## config.mk

```make
export PLATFORM = sky130hd
export DESIGN_NAME = fcw_lba
export DESIGN_NICKNAME = d
export VERILOG_FILES = /design/src/design/assert_macros.svh /design/src/design/fcw_pkg.sv /design/src/design/fcw_lba.sv
export SDC_FILE = /design/constraint.sdc
export NUM_CORES = 1
export LEC_CHECK = 0
export BUFFER_PORTS_ARGS = -buffer_cell sky130_fd_sc_hd__buf_4
export CORE_AREA = 2 2 145 147
export DETAILED_ROUTE_END_ITERATION = 16
export DIE_AREA = 0 0 147 149
export GPL_ROUTABILITY_DRIVEN = 0
export PLACE_DENSITY = 0.89
export SLEW_MARGIN = 15
export SYNTH_ARGS = -nofsm -noshare
export SYNTH_HDL_FRONTEND = slang
export SYNTH_SLANG_ARGS = --single-unit
```

## constraint.sdc

```tcl
create_clock -name clk -period 5.5 [get_ports clk]
set_clock_uncertainty 0.2 [all_clocks]
set_input_delay 1.1 -clock clk [delete_from_list [all_inputs] [get_ports clk]]
set_output_delay 1.1 -clock clk [all_outputs]
set_load 0.02 [all_outputs]
```

## src/design/assert_macros.svh

```systemverilog
// Assertion macros used by the walker unit.
`ifndef ASSERT_MACROS_SVH
`define ASSERT_MACROS_SVH
`ifndef SYNTH
`define ASSERT_ALWAYS(lbl, clk, rst_n, expr) \
	lbl: assert property (@(posedge clk) disable iff (!rst_n) (expr)) \
		else $error("assertion failed");
`define ASSERT_IMPLIES(lbl, clk, rst_n, ante, cons) \
	lbl: assert property (@(posedge clk) disable iff (!rst_n) (ante) |-> (cons)) \
		else $error("assertion failed");
`else
`define ASSERT_ALWAYS(lbl, clk, rst_n, expr)
`define ASSERT_IMPLIES(lbl, clk, rst_n, ante, cons)
`endif
`endif

```

## src/design/fcw_pkg.sv

```systemverilog
// Types and constants of the FAT12 cluster chain walker.
package fcw_pkg;
	localparam int TABLE_BYTES = 8192;
	localparam int TBL_AW = $clog2(TABLE_BYTES);

	localparam logic [1:0] MODE_LOAD = 2'd0;
	localparam logic [1:0] MODE_OPEN = 2'd1;
	localparam logic [1:0] MODE_ADV  = 2'd2;

	localparam logic [11:0] ENTRY_MASK = 12'hFFF;
	localparam logic [11:0] END_MARK   = 12'hFF8;

	localparam int CFG_IDX_W  = 1;
	localparam int CFG_DATA_W = 32;
	localparam logic [CFG_IDX_W-1:0] CFG_DATA_START = 1'd0;
	localparam logic [CFG_IDX_W-1:0] CFG_SPC        = 1'd1;

	typedef struct packed {
		logic [1:0]  mode;
		logic [12:0] table_index;
		logic [7:0]  table_byte;
		logic        contiguous;
		logic [31:0] start_value;
	} fcw_in_t;

	typedef struct packed {
		logic        sector_valid;
		logic [31:0] sector_lba;
		logic        end_of_chain;
	} fcw_out_t;

	typedef struct packed {
		logic [31:0] base;
		logic [31:0] cluster;
		logic [7:0]  sector;
		logic [7:0]  spc;
	} fcw_lba_req_t;
endpackage

```

## src/design/fcw_lba.sv

```systemverilog
// Two-stage sector address unit: base + (cluster - 2) * spc + sector.
module fcw_lba (
	input  logic                 clk,
	input  logic                 arst_n,
	input  logic                 go,
	input  fcw_pkg::fcw_lba_req_t op,
	output logic                 done,
	output logic [31:0]          lba
);
	logic        go_s1;
	logic [31:0] prod_s1;
	logic [31:0] base_s1;
	logic        done_s2;
	logic [31:0] lba_s2;
	logic [31:0] prod_full;

	// Only the low 32 bits of the product matter, since the address wraps.
	assign prod_full = (op.cluster - 32'd2) * {24'd0, op.spc};

	always_ff @(posedge clk or negedge arst_n) begin
		if (!arst_n) begin
			go_s1   <= 1'b0;
			prod_s1 <= '0;
			base_s1 <= '0;
			done_s2 <= 1'b0;
			lba_s2  <= '0;
		end else begin
			go_s1   <= go;
			prod_s1 <= prod_full;
			base_s1 <= op.base + {24'd0, op.sector};
			done_s2 <= go_s1;
			lba_s2  <= base_s1 + prod_s1;
		end
	end

	assign done = done_s2;
	assign lba  = lba_s2;
endmodule

```

Word level (Yosys, flattened, before mapping)
Index checks and enable logic that the tools add are counted.
- add/subtract/negate cells: 3
- $mul: 1
- operators with widths (kind ; number):
    $add 32x32->32 ; 1
    $add 32x8->32 ; 1
    $mul 32x8->32 ; 1
    $sub 32x2->32 const B ; 1
- bits in registers: 98
- bits of input ports: 83
- word-level logic and storage cells: 9

Logic depth before layout (Yosys ltp)
Gate-level depths: netlist of run 1.
- depth in word-level cells: 2
- gate-level depth with buffers: 25
- mapped depth without buffers: 24

Worst setup path after synthesis of run 1
OpenSTA, ideal clock, no wires.
- path type: input port to flip-flop
- start point: input port op[22] in the netlist's numbering
- end point: register prod_s1[31]
- library setup time: 134 ps
- data arrival time: 7051 ps
- setup slack: -1885 ps
- cell stages on the path: 20
- cells stage by stage: or4_4 or4_4 or3_1 or3_1 xor2_1 nor2b_1 fa_1 fa_1 fa_1 inv_1 fa_1 inv_1 ha_1 inv_1 nor4_1 nand3_1 o211ai_1 o31ai_1 a21oi_1 xnor3_1
- word-level cells in the longest chain between the ends: 2
- RTL lines (item ; RTL line ; RTL):
    from (decl) ; fcw_lba.sv:6 ; input fcw_pkg::fcw_lba_req_t op,
    $sub 32x2->32 ; fcw_lba.sv:18 ; assign prod_full = (op.cluster - 32'd2) * {24'd0, op.spc};
    $mul 32x8->32 ; fcw_lba.sv:18 ;
    named net prod_full[31] ; fcw_lba.sv:15 ; logic [31:0] prod_full;
    to (signal assigned) ; fcw_lba.sv:29 ; prod_s1 <= prod_full;
    to (decl) ; fcw_lba.sv:11 ; logic [31:0] prod_s1;
The timed path passes the listed nets, and every way through them passes these cells.

Worst setup path in the final report of run 1
Same ends and word-level chain as after synthesis.

==> metrics.cfg, run 1 <==
[floorplanning]
die_area_um2 = 21900
core_um2 = 20600
ios = 116
start_util_pct = 58.5
core.rowCount = 53
die_y_um = 149
die_x_um = 147

[power_and_ir_drop]
power.total_w = 0.00983
p_leak_nw = 7.57
power_density_nw_per_um2 = 607
max-vdd-ir-drop_v = 0.000357
power_frac_comb_pct = 80.9
seqPwrFrac_pct = 11.7
p_clk_share_pct = 7.4
p_sw_share_pct = 46.8
power.switching_w = 0.00460
p_int_w = 0.00523

[sta]
drv_slew = 0
finalCritPeriodShare_pct = 132
setup_viol = 23
max_freq_mhz = 138
worst_pin_slew_ns = 0.894
rsz0062_at_grt = yes
fin_ws_ns = -1.76
period_needed_ns = 7.26
hold_viol = 0
slew_headroom_pct = 40.1

[routing]
vias_per_cell = 6.02
met2_length_mm = 20.0
drcViolationCount = 0
wl_met1_mm = 13.7
wl_mm = 40.5
num_vias = 11300
topRoutingLayerUsed = met5
antenna_left = 0
drt_iter0_markers = 964
met3_wirelength_mm = 3.77
wl_per_cell_um = 21.6
drt_pre_antenna_iters = 6

[grt]
track_usage_pct = 34.9
grt_pass1_wl_mm = 60.2
grt_pass1_vias = 12000
grt_max_degree = 67
antenna_found_initial = 1
globalRouteOverflowTotal = 0

[critical_path]
reg2reg_slack_ns = 1.77
cp-start-kind = primary input
arrival_ns = 7.28
end_kind = register
cp_data_required_time_ns = 5.53
critPathKind = primary input to register
cp_max_fo = 5

[placed_design]
dpl_cell_area_um2 = 15000
hpwl_mm = 26.0
portBuffers = 115
placedCellCount = 1830
post-place-ws_ns = -1.98

[final_layout]
area.sequential_um2 = 2450
syn_to_final_growth_pct = 34.7
final_layout_size_suffix_gt1_share_pct = 31.8
fin_util_pct = 78.7
fin_nets = 1916
n_fill_cell = 1138
multi_input_comb_area_um2 = 9750
final_cell_count_no_fill = 1874
antenna-diode-count = 0
design_area_um2 = 16200

[yosys]
synth_area_um2 = 12000
avgSynthCellArea_um2 = 9.46
postSynth.asyncResetShare_pct = 100
postSynthCellCount = 1270
ys_ff_latch = 98
synth_edf_count = 0
ys.flop_type = dfrtp_1
synthesis.nets = 1591
synth_cell_types = 58
ys_seq_area_share_pct = 20.4
synth_warnings = 0

[clocking]
path_clk_slew_ns = 0.07
cts_tree = done
cts_made_buffers = 9
worstSkewPairLatency_ns = 0.35
htree_num_levels = 3
clockBufferDepth = 2
cts_sinks = 98
cts_root_buf = clkbuf_16

[run]
maxCapViolations = 0

[outcome]
violations = negative setup slack
status = finished with violations

[hold_path]
hold_class = register to register

## worst paths after layout
path / cells past startpoint / start / end
setup / recovery: 22 / op[22] / prod_s1[31]
hold / removal: 0 / go_s1 / done
min in group asynchronous: 1 / arst_n / lba[2]
hold reg to reg: 0 / go_s1 / done
max in group asynchronous: 2 / arst_n / prod_s1[25]
setup reg to reg: 12 / prod_s1[0] / lba[30]
## power groups by stage
stage,Combinational (W),Sequential [W],Clock (W)
6_report,0.00795,0.00115,0.000732
5_1_grt,0.00836,0.00116,0.000756
4_1_cts,0.00681,0.00113,0.000719
3_5_place_dp,0.00602,0.00114,0
3_3_place_gp,0.00563,0.00113,0
2_1_floorplan,0.00372,0.00126,0
## cell type report
cell class,instances,share of cell area (%)
clock inverter,5,0.634
timing repair buffer,340,16.3
multi-input combinational,972,60.2
inverter,174,4.07
clock buffer,10,1.48
tap,275,2.13
sequential,98,15.2
## placed cells by master (no fill, tap or decap), types with 21 or more instances in the layout
cell type	instances
a21oi_1	39
and2_1	21
buf_4	321
dfrtp_1	98
fa_1	155
ha_1	64
inv_1	162
nand2_1	40
nand2b_1	44
nor2_1	64
nor2b_1	139
o21ai_0	32
xnor2_1	64
xor2_1	30
## sequential cells by signal (all words and copies together) (netlist names)
signal,flops
base_s1,32
lba,32
prod_s1,32
done,1
go_s1,1
## through the flow
step,hold WS (ns),TNS [ns]
2_1_floorplan,0.131,-15.92
3_3_place_gp,0.139,-24.92
3_5_place_dp,0.146,-29.07
4_1_cts,0.161,-18.77
5_1_grt,0.173,-27.03
6_report,0.157,-24.26
## Yosys cell counts, types with 23 or more instances
library cell  count  area (um^2)
xnor2_1          77          674
inv_1           174          653
nand2b_1         46          288
nand2_1          42          158
fa_1            158         3160
and2_1           23          144
a21oi_1          53          265
nor2_1           76          285
dfrtp_1          98         2450
ha_1             80         1000
nor2b_1         153          957
nand3_1          25          125
o21ai_0          40          200
xor2_1           32          280
## per-layer routing
metal,GRT usage (%),vias up
met5,0,-
met4,18.3,2
met3,5.93,267
met2,63.4,820
met1,39.6,5466
li1,-,4724
## cells by family after synthesis
kind of cell    count (synthesis)  share of synthesized area, %
simple gates                  438                          20.4
xor+xnor                      112                          8.45
fa+ha+maj                     238                          34.7
flops                          98                          20.4
compound gates                181                          9.53
buf+inv                       200                          6.26
mux                             3                         0.250
## worst max-delay path: stages
cell and delay [ns]:
buf_6 0.09, or4_4 0.54, or4_4 0.50, or3_4 0.45
or3_4 0.38, xor2_4 0.23, buf_6 0.16, nor2b_2 0.05
fa_1 0.55, fa_1 0.42, fa_1 0.52, inv_1 0.06
fa_1 0.52, inv_2 0.06, ha_4 0.28, nand3_4 0.09
nor4_4 0.25, nand3_1 0.18, o211ai_1 0.30, o31ai_2 0.11
a21oi_1 0.19, xnor3_1 0.23
## timing repair
action	4_1_cts	5_1_grt
hold buffers	0	0
pin swaps	35	45
setup buffers	19	14
resized for setup	82	46
endpoints found under the setup margin	22	24
Note: power is estimated with default switching activity, not from simulation.
==> run 2, diff against run 1 <==
--- a/config.mk
+++ b/config.mk
@@ -6,11 +6,12 @@
 export NUM_CORES = 1
 export LEC_CHECK = 0
 export BUFFER_PORTS_ARGS = -buffer_cell sky130_fd_sc_hd__buf_4
-export CORE_AREA = 2 2 145 147
+export CORE_AREA = 2 2 175 177
 export DETAILED_ROUTE_END_ITERATION = 16
-export DIE_AREA = 0 0 147 149
+export DIE_AREA = 0 0 177 179
 export GPL_ROUTABILITY_DRIVEN = 0
-export PLACE_DENSITY = 0.89
+export PLACE_DENSITY = 0.67
+export SETUP_SLACK_MARGIN = 0.2
 export SLEW_MARGIN = 15
 export SYNTH_ARGS = -nofsm -noshare
 export SYNTH_HDL_FRONTEND = slang
==> constraint.sdc (replaced) <==
create_clock -name clk -period 5.5 [get_ports clk]
set_clock_uncertainty 0.2 [all_clocks]
set_input_delay 1.1 -clock clk [delete_from_list [all_inputs] [get_ports clk]]
set_output_delay 1.1 -clock clk [all_outputs]
set_load 0.05 [all_outputs]
==> metrics.cfg, run 2 (synthesis gave the netlist of run 1 again) <==
[clocking]
cts_tree = done  ; unchanged
cts_root_buf = clkbuf_16  ; unchanged
worstSkewPairLatency_ns = 0.34  ; was 0.35 ns
htree_num_levels = 3  ; unchanged
path_clk_slew_ns = 0.07  ; about the same
postCtsHoldBufs = 0  ; unchanged
cts_made_buffers = 9  ; unchanged
cts_sinks = 98  ; unchanged
clockBufferDepth = 2  ; unchanged

[placed_design]
post-place-ws_ns = -1.87  ; was -1.98 ns
dpl_cell_area_um2 = 15200  ; was 15000 um^2
placedCellCount = 1948  ; was 1830
hpwl_mm = 23.9  ; was 26.0 mm
portBuffers = 115  ; unchanged

[floorplanning]
core.rowCount = 64  ; was 53
die_area_um2 = 31700  ; was 21900 um^2
start_util_pct = 40.0  ; was 58.5%
core_um2 = 30000  ; was 20600 um^2
die_y_um = 179  ; was 149 um
die_x_um = 177  ; was 147 um
ios = 116  ; unchanged

[sta]
rsz0062_at_grt = yes  ; unchanged
setup_viol = 21  ; was 23
whs_ns = 0.157  ; about the same
drv_slew = 0  ; unchanged
hold_viol = 0  ; unchanged
max_freq_mhz = 145  ; was 138 MHz
slew_headroom_pct = 46.8  ; was 40.1%
fin_ws_ns = -1.39  ; was -1.76 ns
worst_pin_slew_ns = 0.794  ; was 0.894 ns
period_needed_ns = 6.89  ; was 7.26 ns
finalCritPeriodShare_pct = 125  ; was 132%

[power_and_ir_drop]
max-vdd-ir-drop_v = 0.000313  ; was 0.000357 V
p_leak_nw = 7.54  ; was 7.57 nW
power_density_nw_per_um2 = 553  ; was 607 nW/um^2

[critical_path]
arrival_ns = 6.93  ; was 7.28 ns
cp_max_fo = 4  ; was 5
cp_top_family = adder cells  ; was simple AND/OR/NAND/NOR gates
crit_chain = buf_6, or4_4, or4_4, or3_4, nor4_4, xnor2_2, nor2b_2, fa_1, fa_1, fa_1, fa_1, ha_4, a21o_1, a21o_1, a221oi_2, o21ai_2, buf_4, buf_6, a2111oi_4, nor2_1, buf_4, xor2_1  ; was buf_6, or4_4, or4_4, or3_4, or3_4, xor2_4, buf_6, nor2b_2, fa_1, fa_1, fa_1, inv_1, fa_1, inv_2, ha_4, nand3_4, nor4_4, nand3_1, o211ai_1, o31ai_2, a21oi_1, xnor3_1
cp-start-kind = primary input  ; unchanged
cp_data_required_time_ns = 5.54  ; was 5.53 ns
cp_common_cell = fa_1  ; unchanged
end_kind = register  ; unchanged
cpPeakStageDelay_ns = 0.57  ; was 0.55 ns
path_buf_inv = 4  ; unchanged
cp_slowest_cell = fa_1  ; unchanged
critPathKind = primary input to register  ; unchanged

[grt]
grt_max_degree = 55  ; was 67
track_usage_pct = 19.1  ; was 34.9%
antenna_found_initial = 0  ; was 1
grt_pass1_vias = 10000  ; was 12000
grt_pass1_wl_mm = 48.5  ; was 60.2 mm
globalRouteOverflowTotal = 0  ; unchanged

[routing]
drt_iter0_markers = 492  ; was 964
vias_per_cell = 4.78  ; was 6.02
drcViolationCount = 0  ; unchanged
wl_mm = 29.1  ; was 40.5 mm
wl_per_cell_um = 14.6  ; was 21.6 um
antenna_left = 0  ; unchanged
drt_pre_antenna_iters = 5  ; was 6
num_vias = 9506  ; was 11300

[final_layout]
n_fill_cell = 2677  ; was 1138
fin_nets = 1911  ; was 1916
syn_to_final_growth_pct = 34.7  ; about the same
antenna-diode-count = 0  ; unchanged
final_cell_count_no_fill = 1990  ; was 1874
final_common_cell = buf_4  ; unchanged
final_layout_size_suffix_gt1_share_pct = 30.4  ; was 31.8%
design_area_um2 = 16200  ; about the same
layout_common_cells = buf_4 (304), inv_1 (168), fa_1 (154)  ; was buf_4 (321), inv_1 (162), fa_1 (155)

[hold_path]
hold_class = register to register  ; unchanged

[outcome]
status = finished with violations  ; unchanged
violations = negative setup slack  ; unchanged

[run]
maxCapViolations = 0  ; unchanged

## run 2: routing by layer
layer	GRT usage [%]	part of all wire, %	vias up
met4	5.37	2.1	0
met2	32.0	47	186
li1	-	-	4703
met5	0	0	-
met1	26.5	47	4579
met3	1.53	3.3	38
## run 2: final timing paths
kind                                  from     endpoint  slack [ns]  cells after the start
min in group asynchronous           arst_n   base_s1[0]        0.57                      1
worst min-delay path                 go_s1         done        0.16                      0
worst min register to register       go_s1         done        0.16                      0
worst max register to register  prod_s1[0]      lba[30]        1.83                     12
worst max-delay path                op[22]  prod_s1[28]       -1.39                     22
max in group asynchronous           arst_n  base_s1[23]        3.52                      2
## run 2: worst register-to-register path: stages (launching register included)
cell and delay [ns]:
dfrtp_1 0.33, ha_1 0.21, inv_1 0.07, fa_1 0.39, nand2b_1 0.17, a21oi_1 0.27, o211ai_1 0.20, a2111oi_0 0.73
o31a_1 0.25, o2111ai_1 0.16, a21oi_1 0.28, nand4b_1 0.15, o2111ai_1 0.12
## run 2: where the power goes
group	switching (W)	internal (W)
clock	0.000257	0.000360
sequential	0.0000924	0.00104
combinational	0.00360	0.00360
## run 2: layout make-up
type | instances | area [um^2] | share of cell area [%]
multi-input cells | 972 | 9640 | 59.6
repair buffers | 335 | 2640 | 16.3
flip-flops and latches | 98 | 2450 | 15.2
inverters | 174 | 661 | 4.08
well taps | 396 | 495 | 3.06
clock buffers | 10 | 239 | 1.48
clock inverters | 5 | 55.1 | 0.340
## run 2: stage by stage
step                total power [W]  util, %  TNS [ns]
floorplan                   0.00526        -    -15.92
global placement            0.00718     50.5    -26.40
detailed placement          0.00729     50.5    -27.68
CTS                         0.00848     52.9    -17.81
global route                0.00971     53.9    -21.63
finish                      0.00895     53.9    -17.96
## run 2: repair_timing
item                                    in CTS  in global routing
endpoints found under the setup margin      23                 23
setup buffers                               17                 10
gates cloned                                 0                  0
gates resized for setup                     69                 49
pin swaps                                   58                 36
==> run 3, diff against run 2 <==
--- a/config.mk
+++ b/config.mk
@@ -5,10 +5,11 @@
 export SDC_FILE = /design/constraint.sdc
 export NUM_CORES = 1
 export LEC_CHECK = 0
+export ABC_AREA = 1
 export BUFFER_PORTS_ARGS = -buffer_cell sky130_fd_sc_hd__buf_4
-export CORE_AREA = 2 2 175 177
+export CORE_AREA = 2 2 177 179
 export DETAILED_ROUTE_END_ITERATION = 16
-export DIE_AREA = 0 0 177 179
+export DIE_AREA = 0 0 179 181
 export GPL_ROUTABILITY_DRIVEN = 0
 export PLACE_DENSITY = 0.67
 export SETUP_SLACK_MARGIN = 0.2
==> metrics.cfg, run 3 <==
[outcome]
status = finished with violations  ; unchanged
violations = negative setup slack  ; unchanged

[yosys]
synth.area.top_cells = fa_1 (26%), dfrtp_1 (20%), nor2_1 (8.8%), inv_1 (8.2%), ha_1 (8.1%)  ; was fa_1 (26%), dfrtp_1 (20%), ha_1 (8.3%), nor2b_1 (8.0%), xnor2_1 (5.6%)
ys_ff_latch = 98  ; unchanged
synthMostInstantiatedCell = nor2_1  ; was inv_1
postSynthCellCount = 1553  ; was 1270
synth_edf_count = 0  ; unchanged
synth_top_area_share_pct = 25.7  ; was 26.3%
synth_area_um2 = 12300  ; was 12000 um^2
ys.flop_type = dfrtp_1  ; unchanged
postSynth.asyncResetShare_pct = 100  ; unchanged
synth_largest_area_cell = fa_1  ; unchanged
avgSynthCellArea_um2 = 7.93  ; was 9.46 um^2
ys_seq_area_share_pct = 19.9  ; was 20.4%
synth_cell_types = 47  ; was 58
synth_warnings = 0  ; unchanged
synth_common_cells = nor2_1 (288), inv_1 (268), nand2_1 (247), fa_1 (158), dfrtp_1 (98)  ; was inv_1 (174), fa_1 (158), nor2b_1 (153), dfrtp_1 (98), ha_1 (80)
synthesis.nets = 1874  ; was 1591

[sta]
worst_pin_slew_ns = 0.607  ; was 0.794 ns
tns_ns = -3.55  ; was -17.96 ns
hold_viol = 0  ; unchanged
whs_ns = 0.152  ; was 0.157 ns
rsz0062_at_grt = yes  ; unchanged
setup_viol = 16  ; was 21
slew_headroom_pct = 59.6  ; was 46.8%
period_needed_ns = 5.89  ; was 6.89 ns
max_freq_mhz = 170  ; was 145 MHz
drv_slew = 0  ; unchanged
finalCritPeriodShare_pct = 107  ; was 125%
fin_ws_ns = -0.386  ; was -1.39 ns

[routing]
drcViolationCount = 0  ; unchanged
drt_pre_antenna_iters = 8  ; was 5
num_vias = 11500  ; was 9506
drt_iter0_markers = 618  ; was 492
wl_per_cell_um = 14.6  ; about the same
wl_mm = 34.0  ; was 29.1 mm
vias_per_cell = 4.94  ; was 4.78
antenna_left = 0  ; unchanged

[final_layout]
design_area_um2 = 17100  ; was 16200 um^2
layout_common_cells = buf_4 (354), nor2_1 (259), inv_1 (251)  ; was buf_4 (304), inv_1 (168), fa_1 (154)
area.sequential_um2 = 2450  ; unchanged
syn_to_final_growth_pct = 38.9  ; was 34.7%
final_layout_size_suffix_gt1_share_pct = 31.5  ; was 30.4%
fin_nets = 2247  ; was 1911
multi_input_comb_area_um2 = 9760  ; was 9640 um^2
antenna-diode-count = 0  ; unchanged
fin_util_pct = 56.4  ; was 53.9%
n_fill_cell = 2666  ; was 2677
final_common_cell = buf_4  ; unchanged

[placed_design]
hpwl_mm = 27.9  ; was 23.9 mm
dpl_cell_area_um2 = 15600  ; was 15200 um^2
post-place-ws_ns = -0.950  ; was -1.87 ns
portBuffers = 115  ; unchanged

[clocking]
cts_tree = done  ; unchanged
cts_root_buf = clkbuf_16  ; unchanged
cts_made_buffers = 9  ; unchanged
path_clk_slew_ns = 0.07  ; about the same
worstSkewPairLatency_ns = 0.35  ; was 0.34 ns
clockBufferDepth = 2  ; unchanged
cts_sinks = 98  ; unchanged
htree_num_levels = 3  ; unchanged

[floorplanning]
start_util_pct = 40.6  ; was 40.0%
die_x_um = 179  ; was 177 um
die_area_um2 = 32400  ; was 31700 um^2
core_um2 = 30300  ; was 30000 um^2
die_y_um = 181  ; was 179 um
ios = 116  ; unchanged
core.rowCount = 64  ; unchanged

[grt]
globalRouteOverflowTotal = 0  ; unchanged
grt_pass1_wl_mm = 56.0  ; was 48.5 mm
grt_max_degree = 51  ; was 55
track_usage_pct = 21.3  ; was 19.1%
grt_pass1_vias = 12000  ; was 10000
antenna_found_initial = 1  ; was 0

[critical_path]
critPathKind = primary input to register  ; unchanged
arrival_ns = 5.91  ; was 6.93 ns
cp-start-kind = primary input  ; unchanged
end_kind = register  ; unchanged
cp_data_required_time_ns = 5.53  ; was 5.54 ns
cp_max_fo = 5  ; was 4

[run]
maxCapViolations = 0  ; unchanged

[power_and_ir_drop]
power_density_nw_per_um2 = 563  ; was 553 nW/um^2
p_leak_nw = 8.60  ; was 7.54 nW
max-vdd-ir-drop_v = 0.000373  ; was 0.000313 V

[hold_path]
hold_class = register to register  ; unchanged

[run 3: cell types whose count changed in the layout (fill, tap and decap cells not counted), moves of 29 or more]
cell	previous run	this run
buf_4	304	354
xnor2_1	63	32
nand3_1	19	48
nor2_1	69	259
inv_1	168	251
nand2_1	39	222
xor2_1	30	62
nor2_2	4	33
nor2b_1	140	0
nand2b_1	44	0
[run 3: kinds of logic (layout without fill, tap and decap cells)]
kind of cell | after synthesis | after routing | share of synthesized area (%)
AND/OR/NAND/NOR | 670 | 670 | 23.0
XOR/XNOR | 104 | 104 | 7.40
adder cells (fa/ha/maj) | 238 | 238 | 33.8
buffers and inverters | 293 | 671 | 8.94
AO/OA/AOI/OAI | 150 | 150 | 6.92
flip-flops | 98 | 98 | 19.9
[run 3: path summary, 6_finish.rpt]
kind                                  from          end  slack (ns)  cells past startpoint
worst max-delay path                op[19]  prod_s1[29]       -0.39                     28
worst min-delay path                 go_s1         done        0.15                      0
worst max register to register  prod_s1[0]      lba[28]        2.48                     12
worst min register to register       go_s1         done        0.15                      0
max in group asynchronous           arst_n       lba[9]        3.50                      2
min in group asynchronous           arst_n        go_s1        0.55                      1
[run 3: through the flow]
step,power (W),instances
after CTS,0.00888,2319
after floorplan,0.00503,1553
after global placement,0.00722,2281
after global routing,0.0104,2327
final,0.00963,2327
after detailed placement,0.00736,2281
[run 3: layer usage]
layer,GRT usage [%],wire [um],share of wire [%]
met1,28.1,14800,43
met4,7.22,1070,3.2
met5,0,13,0.038
met2,36.4,16300,48
met3,2.31,1820,5.4
[run 3: area by class of cell]
class,count,area share [%]
Multi-Input combinational cell,1162,57.1
Timing Repair Buffer,381,17.6
Sequential cell,98,14.3
Inverter,274,6.14
Tap cell,396,2.90
Clock buffer,10,1.40
Clock inverter,6,0.556
[run 3: power breakdown]
| group | total (W) | internal, W | switching [W] |
|---|---|---|---|
| Clock | 0.000677 | 0.000416 | 0.000261 |
| Sequential | 0.00114 | 0.00104 | 0.0000992 |
| Combinational | 0.00781 | 0.00367 | 0.00413 |
| Total | 0.00963 | 0.00513 | 0.00449 |
[run 3: repair_timing]
item	4_1_cts	5_1_grt
pin swaps	86	62
setup buffers	22	8
hold buffers	0	0
resized for setup	122	80
setup endpoints to repair	22	23
[run 3: worst max-delay path: stages]
cell,delay [ns]
buf_8,0.10
buf_6,0.11
nor2_4,0.17
nand2_4,0.10
nor2_8,0.15
xor2_1,0.18
buf_4,0.17
buf_6,0.10
buf_6,0.09
nor2_4,0.03
fa_1,0.56
fa_2,0.45
fa_1,0.57
inv_2,0.04
fa_1,0.49
inv_2,0.05
ha_4,0.32
nand2_4,0.08
buf_6,0.12
nor2_4,0.08
o21ai_2,0.07
o211ai_1,0.17
nand2_1,0.11
nand3_2,0.10
nand2_2,0.06
nand2_2,0.07
a31oi_1,0.10
xnor2_1,0.13
